## config.mk

```make
export PLATFORM = sky130hd
export DESIGN_NAME = tcbsa_ctrl
export DESIGN_NICKNAME = d
export VERILOG_FILES = /design/src/rtl/core/tcbsa_pkg.sv /design/src/rtl/core/tcbsa_ctrl.sv
export VERILOG_INCLUDE_DIRS = /design/src /design/src/rtl/core
export SDC_FILE = /design/constraint.sdc
export NUM_CORES = 1
export LEC_CHECK = 0
export BUFFER_PORTS_ARGS = -buffer_cell sky130_fd_sc_hd__buf_2
export CAP_MARGIN = 40
export CORE_AREA = 2 2 39 41
export CTS_CLUSTER_SIZE = 28
export DETAILED_ROUTE_END_ITERATION = 10
export DIE_AREA = 0 0 41 43
export SLEW_MARGIN = 10
export SYNTH_ARGS = -nofsm -noshare
export SYNTH_HDL_FRONTEND = slang
export SYNTH_SLANG_ARGS = --single-unit
```

## constraint.sdc

```tcl
create_clock -name clk -period 1 [get_ports clk]
set_input_delay 0.15 -clock clk [delete_from_list [all_inputs] [get_ports clk]]
set_output_delay 0.15 -clock clk [all_outputs]
set_load 0.05 [all_outputs]
```

## src/rtl/core/two_choice_bin_slot_allocator_assert.svh

```systemverilog
// assertion helpers for the bin slot allocator
`ifndef TWO_CHOICE_BIN_SLOT_ALLOCATOR_ASSERT_SVH
`define TWO_CHOICE_BIN_SLOT_ALLOCATOR_ASSERT_SVH

// same-cycle implication
`define TCBSA_ASSERT_NOW(label, ante, cons, msg) \
	label: assert property (@(posedge clk) disable iff (!arst_n) (ante) |-> (cons)) \
		else $error(msg);

// next-cycle implication
`define TCBSA_ASSERT_NEXT(label, ante, cons, msg) \
	label: assert property (@(posedge clk) disable iff (!arst_n) (ante) |=> (cons)) \
		else $error(msg);

`endif

```

## src/rtl/core/tcbsa_pkg.sv

```systemverilog
package tcbsa_pkg;

	localparam int NUM_BINS   = 16;
	localparam int BIN_SLOTS  = 127;
	localparam int BIN_AW     = (NUM_BINS > 1) ? $clog2(NUM_BINS) : 1;
	localparam int BIN_DEPTH  = 1 << BIN_AW;
	localparam int SLOT_AW    = BIN_AW + 7;
	localparam int SLOT_DEPTH = 1 << SLOT_AW;

	localparam logic [6:0] SLOTS7      = 7'(BIN_SLOTS);
	localparam logic [7:0] SECOND_MARK = 8'(1 << 7);
	localparam logic [7:0] REF_FULL    = 8'((1 << 8) - 1);

	localparam logic [1:0] OP_ALLOC  = 2'd0;
	localparam logic [1:0] OP_QUERY  = 2'd1;
	localparam logic [1:0] OP_UPDATE = 2'd2;
	localparam logic [1:0] OP_FREE   = 2'd3;

	typedef struct packed {
		logic [1:0]  req_type;
		logic [63:0] item_key;
		logic [63:0] item_value;
		logic [7:0]  tiny_ref;
		logic [3:0]  first_bin;
		logic [3:0]  second_bin;
	} req_t;

	typedef struct packed {
		logic        ok;
		logic [7:0]  ref_out;
		logic [63:0] read_value;
	} rsp_t;

	typedef struct packed {
		logic [6:0] head;
		logic [6:0] count;
	} bin_t;

	typedef enum logic [2:0] {
		ST_CLEAR,
		ST_IDLE,
		ST_ALLOC_B1,
		ST_ALLOC_PICK,
		ST_ALLOC_DONE,
		ST_OP_DONE
	} state_t;

	typedef struct packed {
		logic clr_step;
		logic take_in;
		logic a1_step;
		logic a2_step;
		logic fin_alloc;
		logic fin_op;
	} cmd_t;

	typedef struct packed {
		logic clr_last;
		logic in_alloc;
		logic out_free;
	} sts_t;

	function automatic logic [BIN_AW-1:0] bin_addr(input logic [3:0] b);
		logic [BIN_AW+3:0] t;
		t = {{BIN_AW{1'b0}}, b};
		return t[BIN_AW-1:0];
	endfunction

	function automatic logic bin_ok(input logic [3:0] b);
		return 32'(b) < NUM_BINS;
	endfunction

endpackage

```

## src/rtl/core/tcbsa_ctrl.sv

```systemverilog
module tcbsa_ctrl (
	input  logic              clk,
	input  logic              arst_n,
	input  logic              req_valid,
	output logic              req_stall,
	input  tcbsa_pkg::sts_t   sts,
	output tcbsa_pkg::cmd_t   cmd
);

	tcbsa_pkg::state_t state_q, state_d;

	always_ff @(posedge clk or negedge arst_n) begin
		if (!arst_n) begin
			state_q <= tcbsa_pkg::ST_CLEAR;
		end else begin
			state_q <= state_d;
		end
	end

	always_comb begin
		state_d = state_q;
		unique case (state_q)
			tcbsa_pkg::ST_CLEAR: begin
				if (sts.clr_last) state_d = tcbsa_pkg::ST_IDLE;
			end
			tcbsa_pkg::ST_IDLE: begin
				if (req_valid) begin
					state_d = sts.in_alloc ? tcbsa_pkg::ST_ALLOC_B1 : tcbsa_pkg::ST_OP_DONE;
				end
			end
			tcbsa_pkg::ST_ALLOC_B1:   state_d = tcbsa_pkg::ST_ALLOC_PICK;
			tcbsa_pkg::ST_ALLOC_PICK: state_d = tcbsa_pkg::ST_ALLOC_DONE;
			tcbsa_pkg::ST_ALLOC_DONE: begin
				if (sts.out_free) state_d = tcbsa_pkg::ST_IDLE;
			end
			tcbsa_pkg::ST_OP_DONE: begin
				if (sts.out_free) state_d = tcbsa_pkg::ST_IDLE;
			end
			default: state_d = tcbsa_pkg::ST_IDLE;
		endcase
	end

	always_comb begin
		cmd       = '0;
		req_stall = 1'b1;
		unique case (state_q)
			tcbsa_pkg::ST_CLEAR:      cmd.clr_step = 1'b1;
			tcbsa_pkg::ST_IDLE: begin
				req_stall   = 1'b0;
				cmd.take_in = req_valid;
			end
			tcbsa_pkg::ST_ALLOC_B1:   cmd.a1_step   = 1'b1;
			tcbsa_pkg::ST_ALLOC_PICK: cmd.a2_step   = 1'b1;
			tcbsa_pkg::ST_ALLOC_DONE: cmd.fin_alloc = sts.out_free;
			tcbsa_pkg::ST_OP_DONE:    cmd.fin_op    = sts.out_free;
			default: ;
		endcase
	end

	`include "two_choice_bin_slot_allocator_assert.svh"

	`TCBSA_ASSERT_NOW(a_cmd_onehot, 1'b1, $onehot0(cmd), "more than one datapath command")
	`TCBSA_ASSERT_NOW(a_fin_free, cmd.fin_alloc || cmd.fin_op, sts.out_free,
		"result beat loaded while output busy")
	`TCBSA_ASSERT_NEXT(a_b1_pick, state_q == tcbsa_pkg::ST_ALLOC_B1,
		state_q == tcbsa_pkg::ST_ALLOC_PICK, "allocate sequence broken")
	`TCBSA_ASSERT_NEXT(a_fin_idle, cmd.fin_alloc || cmd.fin_op,
		state_q == tcbsa_pkg::ST_IDLE, "no return to idle after result beat")

endmodule

```

==> impl_metrics.env, run 1 <==
export IMPL_cp_startpoint="state_q[2]$_DFFE_PN0P_"
export IMPL_rsz0062_at_grt="yes"
export IMPL_p_leak_nw=0.249
export IMPL_initial_core_util_pct=14.6
export IMPL_power_share_sequential_pct=13.4
export IMPL_r2r_slack_ns=-0.15
export IMPL_async_flop_share_pct=100
export IMPL_worstSetupEndpointType="primary output"
export IMPL_worstPathArrival_ns=1.24
export IMPL_power_density_mw_per_mm2=3280
export IMPL_ys_flop_type="dfrtp_1"
export IMPL_root_buffer="clkbuf_4"
export IMPL_maxCapViolCount=0
export IMPL_drt_wl_total_um=734
export IMPL_finClkSkew_ns=0.00227
export IMPL_synth_area_top_cells="dfrtp_1, a21oi_1, inv_1"
export IMPL_num_vias=297
export IMPL_ir_drop_v=0.00125
export IMPL_required_ns=0.85
export IMPL_clkTransAtPathRegs_ns=0.04
export IMPL_synth_most_common_cell="a21oi_1"
export IMPL_wire_per_inst_um=10.5
export IMPL_violations="negative setup slack"
export IMPL_p_switching_mw=0.840
export IMPL_crit_path_cell_trace="nand2b_4 -> or2_4 -> nor2_4 -> buf_6"
export IMPL_syn_area_sq_um=201
export IMPL_place_congestion=0.739
export IMPL_antenna_found_initial=0
export IMPL_die_w_um=41
export IMPL_top_register="state_q"
export IMPL_avgSynthCellArea_sq_um=8.06
export IMPL_met1Wirelength_um=283
export IMPL_max_freq_mhz=719
export IMPL_largest_reg_flops=3
export IMPL_period_share_pct=139
export IMPL_post_place_ws_ns=-0.255
export IMPL_post_route_worst_setup_slack_ns=-0.391
export IMPL_top_regs="state_q (3)"
export IMPL_synth_top_cell_by_area="dfrtp_1"
export IMPL_finalInstanceArea_sq_um=547
export IMPL_synth_edf_count=0
export IMPL_clock_path_buffers=2
export IMPL_critPathSlowestCell="dfrtp_1"
export IMPL_worstReg2RegStart="state_q[1]$_DFFE_PN0P_"
export IMPL_nFillCells=145
export IMPL_dp_hpwl_um=470
export IMPL_die_area_sq_mm=0.00176
export IMPL_drt_iter0_drc=1
export IMPL_cts_tree="yes"
export IMPL_pin_count=13
export IMPL_ys_warn_count=0
export IMPL_h_tree_depth=1
export IMPL_diodes=0
export IMPL_clock_sinks=3
export IMPL_power_internal_mw=0.955
export IMPL_combinationalPowerShare_pct=74.8
export IMPL_power_mw=1.80
export IMPL_start_kind="flip-flop"
export IMPL_critPathTopFamily="simple AND/OR/NAND/NOR gates"
export IMPL_layout_nets=61
export IMPL_hold_viol_final=0
export IMPL_tightest_slew_ns=0.250
export IMPL_grtUsageTotal_pct=11.2
export IMPL_path_buf_inv=1
export IMPL_final_antenna_net_count=0
export IMPL_slew_headroom_pct=83.5
export IMPL_synth_seq_cells=3
export IMPL_yosysSeqAreaShare_pct=37.3
export IMPL_synth_common_cells="a21oi_1, dfrtp_1, inv_1"
export IMPL_wl_met3_um=26
export IMPL_overflow=0
export IMPL_grt_pass1_wl_mm=1.28
export IMPL_power_frac_clock_pct=11.8
export IMPL_grt_start_max_net_pins=6
export IMPL_ys_types=16
export IMPL_port_buffers=12
export IMPL_slew_violations=0
export IMPL_path_max_fanout=3
export IMPL_drive_gt1_share_pct=81.5
export IMPL_dr_pass1_iters=3
export IMPL_hold_class="input port to flip-flop"
export IMPL_setup_viol_count_final=10
export IMPL_dpl_cell_area_sq_um=379
export IMPL_area_growth_syn_to_layout_pct=171
export IMPL_drc=0
export IMPL_hp_start="sts[0]"
export IMPL_core_sq_mm=0.00138
export IMPL_cts_made_buffers=3
export IMPL_synth_cells=25
export IMPL_grt_pass1_vias=343
export IMPL_num_rows=14
export IMPL_viasPerCell=4.24
export IMPL_finalCriticalPeriod_ns=1.39
export IMPL_dr_wl_met2_um=402
export IMPL_switching_share_pct=46.8
export IMPL_clk_latency_ns=0.23
export IMPL_die_y_um=43
export IMPL_status="complete, but fails checks"
export IMPL_holdWs_ns=0.175
export IMPL_max_stage_delay_ns=0.39
export IMPL_syn_nets=31
export IMPL_crit_type="flip-flop to primary output"
export IMPL_yosysTopAreaCellShare_pct=37.3
export IMPL_fin_tns_setup_ns=-2.74
export IMPL_maxUsedRoutingLayer="met4"
-- power by group through the flow --
stage	registers, mW	clock network, mW	logic, mW
after global routing	0.253	0.226	1.42
after floorplan	0.238	0	0.635
after global placement	0.235	0	0.955
after CTS	0.238	0.222	1.30
after detailed placement	0.238	0	0.961
final	0.240	0.213	1.34
-- placed cells by master (no fill, tap or decap), drive strengths merged --
cell,synthesis,layout
dfrtp,3,3
nand2,1,1
clkbuf,0,4
dlygate4sd3,0,1
nand2b,2,2
a211oi,1,1
buf,1,25
or2,1,1
nor2,3,3
a21oi,4,4
nor3b,1,1
nor3,2,2
nand4b,1,1
and3,1,1
inv,3,3
o32ai,1,1
-- what timing repair did --
action / in CTS / in global routing
cloned: 0 / 0
hold buffers: 1 / 0
pin swaps: 2 / 0
setup endpoints to repair: 10 / 10
resized for setup: 21 / 5
hold endpoints to repair: 3 / 0
setup buffers: 4 / 0
-- worst register-to-register path, delay by kind of cell (launching register included) --
kind | cells | cell delay [ns]
flip-flops | 1 | 0.44
buffers and inverters | 2 | 0.31
AO/OA/AOI/OAI | 2 | 0.27
-- metal layers --
layer  up-vias  global-route usage (%)
met5         -                       0
met3         2                    3.14
met2        10                    16.9
met1       139                    11.0
met4         0                    11.3
li1        146                       -
-- per-stage QoR --
step,util (%),instances
after global placement,27.4,61
after CTS,38.6,70
after detailed placement,27.4,61
after global routing,39.5,70
after floorplan,-,25
final,39.5,70
-- path summary, 6_finish.rpt --
kind,endpoint,cells past startpoint
max,cmd[4],4
min,state_q[2]$_DFFE_PN0P_,2
max reg2reg,state_q[2]$_DFFE_PN0P_,4
min reg2reg,state_q[1]$_DFFE_PN0P_,3
max in group asynchronous,state_q[1]$_DFFE_PN0P_,2
min in group asynchronous,state_q[0]$_DFFE_PN0P_,2
-- cell type report --
| cell class | instances | area [sq um] | area share (%) |
|---|---|---|---|
| clock buffers | 4 | 26.3 | 4.81 |
| inverters | 3 | 11.3 | 2.06 |
| multi-input cells | 18 | 199 | 36.4 |
| flip-flops and latches | 3 | 77.6 | 14.2 |
| well taps | 16 | 20.0 | 3.66 |
| repair buffers | 26 | 213 | 38.9 |
-- cell families (layout without fill, tap and decap cells) --
logic type,Yosys count,count (layout),share of synthesized area [%]
buf+inv,4,33,8.07
compound gates,6,6,18.0
simple gates,12,12,36.7
flops,3,3,37.3
Power figures use the tool's default switching activity.
==> run 2: changes to the inputs <==
--- a/config.mk
+++ b/config.mk
@@ -9,6 +9,7 @@
 export BUFFER_PORTS_ARGS = -buffer_cell sky130_fd_sc_hd__buf_2
 export CAP_MARGIN = 40
 export CORE_AREA = 2 2 39 41
+export CTS_BUF_LIST = sky130_fd_sc_hd__clkbuf_4 sky130_fd_sc_hd__clkbuf_8
 export CTS_CLUSTER_SIZE = 28
 export DETAILED_ROUTE_END_ITERATION = 10
 export DIE_AREA = 0 0 41 43
==> impl_metrics.env, run 2 (synthesis gave the netlist of run 1 again) <==
export IMPL_ir_drop_v=0.00123
export IMPL_num_rows=14
export IMPL_hold_class="input port to flip-flop"
export IMPL_rsz0062_at_grt="yes"
export IMPL_drive_gt1_share_pct=81.1
export IMPL_core_sq_mm=0.00138
export IMPL_worstPathArrival_ns=1.24
export IMPL_grt_pass1_vias=307
export IMPL_hold_depth=2
export IMPL_top_regs="state_q (3)"
export IMPL_layout_nets=60
export IMPL_dp_cells=61
export IMPL_path_buf_inv=1
export IMPL_drt_wl_total_um=683
export IMPL_clkTransAtPathRegs_ns=0.04
export IMPL_finalNonFillerCells=69
export IMPL_r2r_slack_ns=-0.15
export IMPL_power_share_sequential_pct=13.4
export IMPL_critPathSlowestCell="dfrtp_1"
export IMPL_final_common_cell="buf_4"
export IMPL_top_register="state_q"
export IMPL_holdWs_ns=0.173
export IMPL_power_internal_mw=0.970
export IMPL_antenna_found_initial=0
export IMPL_initial_core_util_pct=14.6
export IMPL_h_tree_depth=1
export IMPL_violations="negative setup slack"
export IMPL_diodes=0
export IMPL_overflow=0
export IMPL_finalCriticalPeriod_ns=1.39
export IMPL_critPathTopFamily="simple AND/OR/NAND/NOR gates"
export IMPL_switching_share_pct=45.9
export IMPL_max_stage_delay_ns=0.38
export IMPL_area_growth_syn_to_layout_pct=167
export IMPL_crit_type="flip-flop to primary output"
export IMPL_tightest_slew_ns=0.250
export IMPL_power_frac_clock_pct=13.3
export IMPL_die_y_um=43
export IMPL_p_leak_nw=0.247
export IMPL_max_freq_mhz=720
export IMPL_wire_per_inst_um=9.90
export IMPL_die_w_um=41
export IMPL_cts_made_buffers=3
export IMPL_dp_hpwl_um=470
export IMPL_grt_start_max_net_pins=6
export IMPL_path_max_fanout=3
export IMPL_slew_headroom_pct=83.5
export IMPL_combinationalPowerShare_pct=73.3
export IMPL_crit_path_cell_trace="nand2b_4 -> or2_4 -> nor2_4 -> buf_6"
export IMPL_reg2reg_to="state_q[1]$_DFFE_PN0P_"
export IMPL_clock_sinks=3
export IMPL_start_kind="flip-flop"
export IMPL_layout_common_cells="buf_4, buf_2, buf_6"
export IMPL_finClkSkew_ns=0.000989
export IMPL_clk_latency_ns=0.23
export IMPL_num_vias=288
export IMPL_maxCapViolCount=0
export IMPL_post_place_ws_ns=-0.255
export IMPL_period_share_pct=139
export IMPL_setup_viol_count_final=10
export IMPL_place_congestion=0.739
export IMPL_ff2ff_path_depth=4
export IMPL_hp_start="sts[0]"
export IMPL_root_buffer="clkbuf_4"
export IMPL_pin_count=13
export IMPL_clock_path_buffers=2
export IMPL_status="complete, but fails checks"
export IMPL_grtUsageTotal_pct=9.66
export IMPL_slew_violations=0
export IMPL_drc=0
export IMPL_post_route_worst_setup_slack_ns=-0.389
export IMPL_power_mw=1.79
export IMPL_worstSetupEndpointType="primary output"
export IMPL_cts_tree="yes"
export IMPL_worstReg2RegStart="state_q[1]$_DFFE_PN0P_"
export IMPL_nFillCells=148
export IMPL_worstHoldEndpoint="state_q[2]$_DFFE_PN0P_"
export IMPL_drt_iter0_drc=0
export IMPL_hold_viol_final=0
export IMPL_port_buffers=12
export IMPL_required_ns=0.85
export IMPL_dr_pass1_iters=1
export IMPL_die_area_sq_mm=0.00176
export IMPL_p_switching_mw=0.823
export IMPL_power_density_mw_per_mm2=3330
export IMPL_final_antenna_net_count=0
export IMPL_viasPerCell=4.17
export IMPL_grt_pass1_wl_mm=1.09
export IMPL_largest_reg_flops=3
-- run 2: cell count changes in the layout (fill, tap and decap cells not counted), sizes merged --
cell	before	now
buf	25	24
-- run 2: layout make-up --
class | instances | area, sq um | share of cell area, %
Sequential cell | 3 | 77.6 | 14.4
Clock buffer | 4 | 30.0 | 5.58
Tap cell | 16 | 20.0 | 3.72
Inverter | 3 | 11.3 | 2.09
Multi-Input combinational cell | 18 | 194 | 36.0
Timing Repair Buffer | 25 | 205 | 38.1
-- run 2: repair_timing --
| item | in CTS | in global routing |
|---|---|---|
| gates cloned | 0 | 0 |
| buffers inserted | 3 | 0 |
| resized for setup | 20 | 5 |
| endpoints found under the setup margin | 10 | 10 |
| pin swaps | 2 | 0 |
| hold endpoints to repair | 3 | 0 |
| hold buffers | 1 | 0 |
-- run 2: worst register-to-register path, stage by stage, from the launching register on --
cell and delay (ns):
dfrtp_2 0.44, buf_4 0.16, buf_4 0.15, nand4b_1 0.20, a21oi_2 0.13
-- run 2: per-layer routing --
metal,global-route usage (%),wire (um),vias up
li1,-,-,143
met1,10.0,262,133
met2,13.4,372,10
met3,3.14,26,2
met4,10.7,22,0
met5,0,0,-
-- run 2: worst max path at each step --
stage,from,to,slack [ns],cells after the start
final,state_q[2]$_DFFE_PN0P_,cmd[4],-0.39,4
after global routing,state_q[2]$_DFFE_PN0P_,cmd[4],-0.43,4
after CTS,state_q[2]$_DFFE_PN0P_,cmd[4],-0.41,4
after detailed placement,state_q[2]$_DFFE_PN0P_,cmd[4],-0.26,4
after global placement,state_q[2]$_DFFE_PN0P_,cmd[4],-0.23,4
after floorplan,state_q[1]$_DFFE_PN0P_,cmd[1],-0.36,2
-- run 2: power by group through the flow --
stage / sequential [mW] / clock (mW) / combinational [mW]
2_1_floorplan: 0.238 / 0 / 0.635
3_3_place_gp: 0.235 / 0 / 0.955
3_5_place_dp: 0.238 / 0 / 0.961
4_1_cts: 0.238 / 0.248 / 1.28
5_1_grt: 0.251 / 0.249 / 1.39
6_report: 0.240 / 0.239 / 1.31
-- run 2: per-stage QoR --
stage / setup TNS (ns) / utilization, % / instance area [sq um]
floorplan: -1.56 / - / 236
global placement: -1.08 / 27.4 / 379
detailed placement: -1.18 / 27.4 / 379
CTS: -2.82 / 38.0 / 526
global route: -3.25 / 38.9 / 538
finish: -2.74 / 38.9 / 538
